<file path="src/sv/atl_pkg.sv">
// Shared types, token codes and keyword tables for the assembly token lexer.
`timescale 1ns / 1ps

package atl_pkg;

  // Token kinds
  localparam logic [2:0] KIND_UNKNOWN  = 3'd0;
  localparam logic [2:0] KIND_INSTR    = 3'd1;
  localparam logic [2:0] KIND_REGISTER = 3'd2;
  localparam logic [2:0] KIND_IMMED    = 3'd3;
  localparam logic [2:0] KIND_COMMA    = 3'd4;
  localparam logic [2:0] KIND_NEWLINE  = 3'd5;
  localparam logic [2:0] KIND_LABEL    = 3'd6;

  // Scanner modes
  localparam logic [1:0] MODE_IDLE   = 2'd0;
  localparam logic [1:0] MODE_WORD   = 2'd1;
  localparam logic [1:0] MODE_NUMBER = 2'd2;

  // Characters of interest
  localparam logic [7:0] CH_COLON   = 8'h3A;
  localparam logic [7:0] CH_COMMA   = 8'h2C;
  localparam logic [7:0] CH_NEWLINE = 8'h0A;
  localparam logic [7:0] CH_ZERO    = 8'h30;

  localparam int unsigned NUM_KEYWORDS = 10;
  localparam int unsigned KEY_CHARS    = 4;

  // Mnemonics, packed right-aligned, and their lengths
  localparam logic [31:0] MNEM_TEXT [NUM_KEYWORDS] = '{
    32'h004D4F56, 32'h00414444, 32'h004D5649, 32'h00414E44, 32'h00414E49,
    32'h00584F52, 32'h00535542, 32'h00494E52, 32'h00444352, 32'h004A4E5A
  };
  localparam logic [2:0] MNEM_LEN [NUM_KEYWORDS] = '{
    3'd3, 3'd3, 3'd3, 3'd3, 3'd3, 3'd3, 3'd3, 3'd3, 3'd3, 3'd3
  };

  // Register names
  localparam logic [31:0] REG_TEXT [NUM_KEYWORDS] = '{
    32'h00000041, 32'h00000042, 32'h00000043, 32'h00000044, 32'h00000045,
    32'h00000048, 32'h0000004C, 32'h00005350, 32'h00005043, 32'h464C4147
  };
  localparam logic [2:0] REG_LEN [NUM_KEYWORDS] = '{
    3'd1, 3'd1, 3'd1, 3'd1, 3'd1, 3'd1, 3'd1, 3'd2, 3'd2, 3'd4
  };

  // Output queue geometry
  localparam int unsigned QUEUE_DEPTH = 4;
  localparam int unsigned QUEUE_AW    = $clog2(QUEUE_DEPTH);
  localparam int unsigned QUEUE_CW    = $clog2(QUEUE_DEPTH + 1);

  typedef struct packed {
    logic [2:0]  kind;
    logic [3:0]  code;
    logic [15:0] value;
    logic        overflow;
    logic [15:0] start;
    logic [7:0]  length;
    logic        last;
  } token_t;

  typedef struct packed {
    logic [2:0] kind;
    logic [3:0] code;
  } match_t;

  // Classify a finished word of up to four characters; mnemonics win over
  // registers, and the lowest table index wins within a table.
  function automatic match_t keyword_match(input logic [31:0] text,
                                           input logic [2:0] len);
    match_t m;
    m.kind = KIND_UNKNOWN;
    m.code = 4'd0;
    for (int i = NUM_KEYWORDS - 1; i >= 0; i--) begin
      if (REG_LEN[i] == len && REG_TEXT[i] == text) begin
        m.kind = KIND_REGISTER;
        m.code = 4'(i);
      end
    end
    for (int i = NUM_KEYWORDS - 1; i >= 0; i--) begin
      if (MNEM_LEN[i] == len && MNEM_TEXT[i] == text) begin
        m.kind = KIND_INSTR;
        m.code = 4'(i);
      end
    end
    return m;
  endfunction

endpackage

</file>
<file path="src/sv/assembly_token_lexer_top.sv">
// Top level of the assembly token lexer: scanner state and output token queue.
`timescale 1ns / 1ps

// Assembly token lexer. Source text enters one byte per beat on char_code;
// a beat with end_of_text set carries no byte and flushes the pending word
// or number, then restarts the offset count at zero for the next text.
// Each byte is classified and the scanner state updated in the cycle it is
// accepted, so the input side takes one byte per clock. A token is written
// to the queue when the beat that completes it is accepted. A byte yields
// zero, one or two tokens (a run that ends plus a comma or newline token);
// the tokens go into a four-entry queue and leave one per beat, with last
// set on the final token of each input beat. The input stalls while fewer
// than two queue entries are free, so the sustained rate is one byte per
// clock unless the output side stalls or the text is dense in commas and
// newlines that end runs. Words that hold a colon are labels; otherwise
// an exact, case-sensitive match against the mnemonic and register tables
// gives an instruction or register with its table index, else unknown.
// Digit runs give immediates whose value saturates at 65535 with
// number_overflow set. Offsets count modulo 2^OFFSET_BITS and show in the
// low 16 bits; lengths saturate at MAX_TOKEN_LENGTH.
module assembly_token_lexer_top #(
  parameter int unsigned OFFSET_BITS      = 16,
  parameter int unsigned MAX_TOKEN_LENGTH = 255
) (
  input  logic        clk,
  input  logic        rst,
  input  logic        in_valid,
  output logic        in_stall,
  input  logic [7:0]  char_code,
  input  logic        end_of_text,
  output logic        out_valid,
  input  logic        out_stall,
  output logic [2:0]  token_kind,
  output logic [3:0]  keyword_code,
  output logic [15:0] number_value,
  output logic        number_overflow,
  output logic [15:0] start_offset,
  output logic [7:0]  token_length,
  output logic        last
);

  // Run length counts one past the maximum so that saturation stays exact
  localparam int unsigned RL_W = $clog2(MAX_TOKEN_LENGTH + 2);
  localparam logic [RL_W-1:0] RL_CAP  = RL_W'(MAX_TOKEN_LENGTH + 1);
  localparam logic [RL_W-1:0] RL_SHOW = RL_W'(MAX_TOKEN_LENGTH);
  localparam logic [RL_W-1:0] RL_KEY  = RL_W'(atl_pkg::KEY_CHARS);

  // Scanner state
  logic [1:0]             scan_mode, scan_mode_next;
  logic [RL_W-1:0]        run_length, run_length_next;
  logic [31:0]            leading_chars, leading_chars_next;
  logic                   colon_seen, colon_seen_next;
  logic [15:0]            number_accumulator, number_accumulator_next;
  logic                   accumulator_saturated, accumulator_saturated_next;
  logic [OFFSET_BITS-1:0] run_start, run_start_next;
  logic [OFFSET_BITS-1:0] text_position, text_position_next;

  // Output queue
  atl_pkg::token_t                queue [atl_pkg::QUEUE_DEPTH];
  logic [atl_pkg::QUEUE_AW-1:0]   wr_ptr, rd_ptr;
  logic [atl_pkg::QUEUE_CW-1:0]   count;

  logic in_fire, out_fire;
  logic is_alpha, is_digit, is_colon, is_word_char, is_punct;
  logic flush, consumed;
  logic [1:0] push_n;
  logic [19:0] acc_times_ten;
  logic [RL_W-1:0] shown_len;
  atl_pkg::match_t match;
  atl_pkg::token_t run_tok, punct_tok, tok0, tok1;

  assign in_stall = count > atl_pkg::QUEUE_CW'(atl_pkg::QUEUE_DEPTH - 2);
  assign in_fire  = in_valid && !in_stall;
  assign out_valid = count != '0;
  assign out_fire  = out_valid && !out_stall;

  // Character classes: ASCII letters, digits and the colon only
  assign is_alpha = (char_code >= 8'h41 && char_code <= 8'h5A) ||
                    (char_code >= 8'h61 && char_code <= 8'h7A);
  assign is_digit = char_code >= 8'h30 && char_code <= 8'h39;
  assign is_colon = char_code == atl_pkg::CH_COLON;
  assign is_word_char = is_alpha || is_digit || is_colon;

  // Token for the run in progress, as it would be flushed now
  assign shown_len = (run_length > RL_SHOW) ? RL_SHOW : run_length;
  assign match = atl_pkg::keyword_match(leading_chars, run_length[2:0]);

  always_comb begin
    run_tok          = '0;
    run_tok.start    = 16'(run_start);
    run_tok.length   = 8'(shown_len);
    if (scan_mode == atl_pkg::MODE_NUMBER) begin
      run_tok.kind     = atl_pkg::KIND_IMMED;
      run_tok.value    = number_accumulator;
      run_tok.overflow = accumulator_saturated;
    end else if (colon_seen) begin
      run_tok.kind = atl_pkg::KIND_LABEL;
    end else if (run_length <= RL_KEY) begin
      run_tok.kind = match.kind;
      run_tok.code = match.code;
    end else begin
      run_tok.kind = atl_pkg::KIND_UNKNOWN;
    end
  end

  // Decide what this beat ends, consumes and emits
  always_comb begin
    consumed = 1'b0;
    flush    = 1'b0;
    if (end_of_text) begin
      flush = scan_mode != atl_pkg::MODE_IDLE;
    end else if (scan_mode == atl_pkg::MODE_WORD) begin
      consumed = is_word_char;
      flush    = !is_word_char;
    end else if (scan_mode == atl_pkg::MODE_NUMBER) begin
      consumed = is_digit;
      flush    = !is_digit;
    end
  end

  assign is_punct = !end_of_text && !consumed &&
                    (char_code == atl_pkg::CH_COMMA || char_code == atl_pkg::CH_NEWLINE);

  always_comb begin
    punct_tok        = '0;
    punct_tok.kind   = (char_code == atl_pkg::CH_COMMA) ? atl_pkg::KIND_COMMA
                                                        : atl_pkg::KIND_NEWLINE;
    punct_tok.start  = 16'(text_position);
    punct_tok.length = 8'd1;

    tok0 = flush ? run_tok : punct_tok;
    tok0.last = !(flush && is_punct);
    tok1 = punct_tok;
    tok1.last = 1'b1;
    push_n = 2'(flush) + 2'(is_punct);
  end

  // Next scanner state for an accepted beat
  assign acc_times_ten = {1'b0, number_accumulator, 3'b000} + {3'b000, number_accumulator, 1'b0};

  always_comb begin
    logic [19:0] acc_sum;
    acc_sum = acc_times_ten + 20'(char_code - atl_pkg::CH_ZERO);

    scan_mode_next             = scan_mode;
    run_length_next            = run_length;
    leading_chars_next         = leading_chars;
    colon_seen_next            = colon_seen;
    number_accumulator_next    = number_accumulator;
    accumulator_saturated_next = accumulator_saturated;
    run_start_next             = run_start;
    text_position_next         = text_position + OFFSET_BITS'(1);

    if (end_of_text) begin
      scan_mode_next     = atl_pkg::MODE_IDLE;
      text_position_next = '0;
    end else if (consumed) begin
      if (run_length < RL_CAP) begin
        run_length_next = run_length + RL_W'(1);
      end
      if (scan_mode == atl_pkg::MODE_WORD) begin
        if (run_length < RL_KEY) begin
          leading_chars_next = {leading_chars[23:0], char_code};
        end
        if (is_colon) begin
          colon_seen_next = 1'b1;
        end
      end else begin
        // Saturate the immediate once it passes the field
        if (accumulator_saturated || acc_sum[19:16] != 4'd0) begin
          number_accumulator_next    = 16'hFFFF;
          accumulator_saturated_next = 1'b1;
        end else begin
          number_accumulator_next = acc_sum[15:0];
        end
      end
    end else begin
      scan_mode_next = atl_pkg::MODE_IDLE;
      if (is_alpha || is_colon || is_digit) begin
        scan_mode_next             = is_digit ? atl_pkg::MODE_NUMBER : atl_pkg::MODE_WORD;
        run_start_next             = text_position;
        run_length_next            = RL_W'(1);
        leading_chars_next         = {24'd0, char_code};
        colon_seen_next            = is_colon;
        number_accumulator_next    = is_digit ? {12'd0, char_code[3:0]} : 16'd0;
        accumulator_saturated_next = 1'b0;
      end
    end
  end

  always_ff @(posedge clk) begin
    if (rst) begin
      scan_mode             <= atl_pkg::MODE_IDLE;
      run_length            <= '0;
      leading_chars         <= '0;
      colon_seen            <= 1'b0;
      number_accumulator    <= '0;
      accumulator_saturated <= 1'b0;
      run_start             <= '0;
      text_position         <= '0;
    end else if (in_fire) begin
      scan_mode             <= scan_mode_next;
      run_length            <= run_length_next;
      leading_chars         <= leading_chars_next;
      colon_seen            <= colon_seen_next;
      number_accumulator    <= number_accumulator_next;
      accumulator_saturated <= accumulator_saturated_next;
      run_start             <= run_start_next;
      text_position         <= text_position_next;
    end
  end

  // Queue pointers and fill count
  always_ff @(posedge clk) begin
    if (rst) begin
      wr_ptr <= '0;
      rd_ptr <= '0;
      count  <= '0;
    end else begin
      if (in_fire) begin
        wr_ptr <= wr_ptr + atl_pkg::QUEUE_AW'(push_n);
      end
      if (out_fire) begin
        rd_ptr <= rd_ptr + atl_pkg::QUEUE_AW'(1);
      end
      count <= count + (in_fire ? atl_pkg::QUEUE_CW'(push_n) : '0)
                     - atl_pkg::QUEUE_CW'(out_fire);
    end
  end

  // Queue payload: write up to two tokens per beat
  always_ff @(posedge clk) begin
    if (in_fire && push_n != 2'd0) begin
      queue[wr_ptr] <= tok0;
    end
    if (in_fire && push_n == 2'd2) begin
      queue[wr_ptr + atl_pkg::QUEUE_AW'(1)] <= tok1;
    end
  end

  // Drive the head token
  assign token_kind      = queue[rd_ptr].kind;
  assign keyword_code    = queue[rd_ptr].code;
  assign number_value    = queue[rd_ptr].value;
  assign number_overflow = queue[rd_ptr].overflow;
  assign start_offset    = queue[rd_ptr].start;
  assign token_length    = queue[rd_ptr].length;
  assign last            = queue[rd_ptr].last;

endmodule

</file>
<file path="config.mk">
export PLATFORM = sky130hd
export DESIGN_NAME = assembly_token_lexer_top
export DESIGN_NICKNAME = d
export VERILOG_FILES = /design/src/sv/atl_pkg.sv /design/src/sv/assembly_token_lexer_top.sv
export SDC_FILE = /design/constraint.sdc
export NUM_CORES = 1
export LEC_CHECK = 0
export ABC_CLOCK_PERIOD_IN_PS = 3800
export BUFFER_PORTS_ARGS = -buffer_cell sky130_fd_sc_hd__buf_2
export CAP_MARGIN = 20
export CELL_PAD_IN_SITES_DETAIL_PLACEMENT = 1
export CELL_PAD_IN_SITES_GLOBAL_PLACEMENT = 1
export CORE_UTILIZATION = 45
export DETAILED_ROUTE_END_ITERATION = 8
export PLACE_DENSITY = 0.84
export SETUP_SLACK_MARGIN = 0.2
export SLEW_MARGIN = 20
export SYNTH_ARGS = -nofsm -noshare
export SYNTH_HDL_FRONTEND = slang
export SYNTH_SLANG_ARGS = --single-unit
</file>
<file path="constraint.sdc">
create_clock -name clk -period 3.8 [get_ports clk]
set_input_delay 0.19 -clock clk [delete_from_list [all_inputs] [get_ports clk]]
set_output_delay 0.19 -clock clk [all_outputs]
set_load 0.02 [all_outputs]
</file>
==> results.toml <==
[die]
io_pins = 64
die_w_um = 183
initial_core_util_pct = 46.3
num_rows = 65
coreArea_um2 = 31900
dieArea_um2 = 33500
die_h_um = 183

[cells_and_area]
seq_area_um2 = 6660
fill_cells = 3439
antenna_cells = 0
finalNetCount = 1532
area_growth_pct = 14.8
multi_input_area_um2 = 7580
drive_above_1_share_pct = 19.1

[sta]
hold_viol_final = 0
fin_crit_ns = 3.50
slew_headroom_pct = 34.8
holdWs_ns = 0.0246
fin_crit_sh_pct = 92.1
fin_skew_ns = 0.0224
setup_viol = 0
finalMaxSlewViolations = 0
clock.fmax_mhz = 286
rsz0062_at_grt = "yes"
worstMarginPinSlew_ns = 0.976

[cts]
clockBufferDepth = 3
cts_tree = "yes"
numCtsBuffers = 34
htreeDepth = 2
cts_sinks = 298
clk_latency_ns = 0.53
clk_pin_slew_ns = 0.06
cts_root_buf = "clkbuf_16"

[global_routing]
grt_max_degree = 50
grt_pass1_vias = 12900
antenna_found_initial = 1
gr-total-overflow = 0
grtUsageTotal_pct = 27.5
grt_pass1_wl_um = 72300

[drt]
drc = 0
drtPass1Iterations = 5
drt_wl_total_um = 46400
vias = 12300
wl_per_cell_um = 24.1
final_antenna_net_count = 0
via_per_inst = 6.41
drtIter0Drc = 1117

[min_path]
hold_path.class = "input pin to register"
hp-start = "char_code[6]"

[outcome]
status = "finished, final reports clean"

[power_and_ir_drop]
leakagePower_nw = 6.30
peakVddDrop_mv = 0.322
total_power_mw = 7.93
p_per_area_nw_per_um2 = 468

[setup_path]
worst_setup_path_end_kind = "register"
critical_path_arrival_ns = 3.92
required_ns = 4.22
crit_path_start_kind = "register"
critPathMaxFanout = 7
critPathKind = "register to register"
crit_start = "number_accumulator[0]$_SDFFE_PP0P_"
r2r_start = "number_accumulator[0]$_SDFFE_PP0P_"

[yosys]
synth.distinct_cells = 82
synth_edf_count = 68
synth-async-reset-ratio_pct = 0
synth_seq_cells = 298
syn_area_um2 = 14800
syn_nets = 1463
yosys_warnings = 0
ys.flop_type = "dfxtp_1"
seq_area_frac_synth_pct = 45.0
netlist_instances = 1395
syn-mean-instance-area_um2 = 10.6

[place]
dp_hpwl_um = 30000
portBuffers = 63
globalplace.congestion = 0.897

[job]
max_cap_violations = 0
## cells by family after synthesis
| kind of cell | Yosys count | synth area share [%] |
|---|---|---|
| AOI/OAI and AO/OA | 399 | 20.1 |
| DFF | 298 | 45.0 |
| buffers and inverters | 136 | 3.90 |
| adders and majority gates | 55 | 5.48 |
| muxes | 66 | 8.64 |
| and+or+nand+nor | 407 | 14.9 |
| xor gates and xnor gates | 34 | 2.02 |
## report_power, final
group / internal (mW) / switching, mW
sequential: 3.29 / 0.142
clock: 1.97 / 1.35
combinational: 0.501 / 0.674
## through the flow
stage / utilization [%] / TNS (ns) / setup WS, ns / instance area [um2] / instances
5_1_grt: 53.2 / 0 / 0.166 / 17000 / 1923
2_1_floorplan: - / 0 / 0.223 / 14800 / 1395
6_report: 53.2 / 0 / 0.299 / 17000 / 1923
3_5_place_dp: 49.4 / -0.00960 / -0.00683 / 15700 / 1858
3_3_place_gp: 49.4 / 0 / 0.0661 / 15700 / 1858
4_1_cts: 52.9 / 0 / 0.229 / 16900 / 1919
## Yosys cell counts, types with 30 or more instances
library cell / number / area share (%)
edfxtp_1: 68 / 14
nor2_1: 84 / 2.1
a22o_1: 154 / 9.1
dfxtp_1: 230 / 31
o31ai_1: 30 / 1.5
clkbuf_1: 62 / 1.6
ha_1: 39 / 3.3
o21ai_0: 58 / 2.0
a21oi_1: 71 / 2.4
inv_1: 40 / 1.0
nand2_1: 105 / 2.7
mux4_2: 49 / 7.5
## area by class of cell
class	instances	share of cell area [%]
Multi-Input combinational cell	961	44.7
Sequential cell	298	39.3
Clock buffer	48	5.62
Timing Repair Buffer	128	5.24
Tap cell	435	3.21
Inverter	41	0.989
Clock inverter	12	0.959
## placed cells by master (no fill, tap or decap), drive strengths merged, types with 5 or more instances in the layout
master | synthesis | final
a211oi | 9 | 9
a21o | 8 | 8
a21oi | 71 | 71
a22o | 154 | 154
a31oi | 9 | 9
and2 | 8 | 8
and3 | 7 | 7
and4 | 5 | 5
buf | 33 | 127
clkbuf | 62 | 48
clkinv | 0 | 5
dfxtp | 230 | 230
edfxtp | 68 | 68
fa | 16 | 16
ha | 39 | 39
inv | 41 | 42
mux2i | 15 | 15
mux4 | 49 | 49
nand2 | 105 | 105
nand2b | 25 | 25
nand3 | 32 | 32
nand3b | 14 | 14
nand4 | 13 | 13
nand4b | 11 | 11
nor2 | 89 | 89
nor2b | 7 | 7
nor3 | 33 | 33
nor3b | 7 | 7
nor4 | 13 | 13
o211ai | 10 | 10
o21ai | 64 | 64
o21bai | 6 | 6
o31ai | 30 | 30
or2 | 12 | 12
or3 | 11 | 11
or4 | 5 | 5
xnor2 | 13 | 13
xor2 | 21 | 21
## metal layers
layer  wire length (um)  GRT usage, %  up-vias
met4               1300          10.6        0
met2              22400          46.3      525
met1              19500          35.4     6276
li1                   -             -     5415
met3               3130          4.33      108
met5                  0             0        -
## flip-flops by register name, summed over array words and instances (netlist names), named ones only
register and cells:
text_position 16, rd_ptr 2, wr_ptr 2, run_start 16
queue 196, count 3, scan_mode 2, accumulator_saturated 1
leading_chars 32, run_length 9, colon_seen 1, number_accumulator 16
## path summary, 6_finish.rpt
kind                                               to  depth (start not counted)  slack [ns]
setup / recovery  number_accumulator[14]$_SDFFE_PP0P_                         10        0.30
hold / removal          leading_chars[6]$_SDFFE_PP0P_                          3        0.02
setup reg to reg  number_accumulator[14]$_SDFFE_PP0P_                         10        0.30
hold reg to reg              queue[0][5]$_SDFFE_PP0P_                          2        0.46
## worst max-delay path: stages, from the launching register on
cell	delay, ns
dfxtp_2	0.44
fa_1	0.50
fa_1	0.50
a211oi_1	0.37
o211ai_1	0.19
a41oi_1	0.37
o21ai_0	0.16
mux2i_1	0.34
nor3_2	0.10
buf_4	0.18
a311oi_1	0.26
## timing repair
item | in CTS | in global routing
setup endpoints to repair | 0 | 51
endpoints found under the hold margin | 1 | 0
resized for setup | 0 | 5
setup buffers | 0 | 3
hold buffers | 1 | 0
No activity file was read; power rests on OpenSTA's default activity.
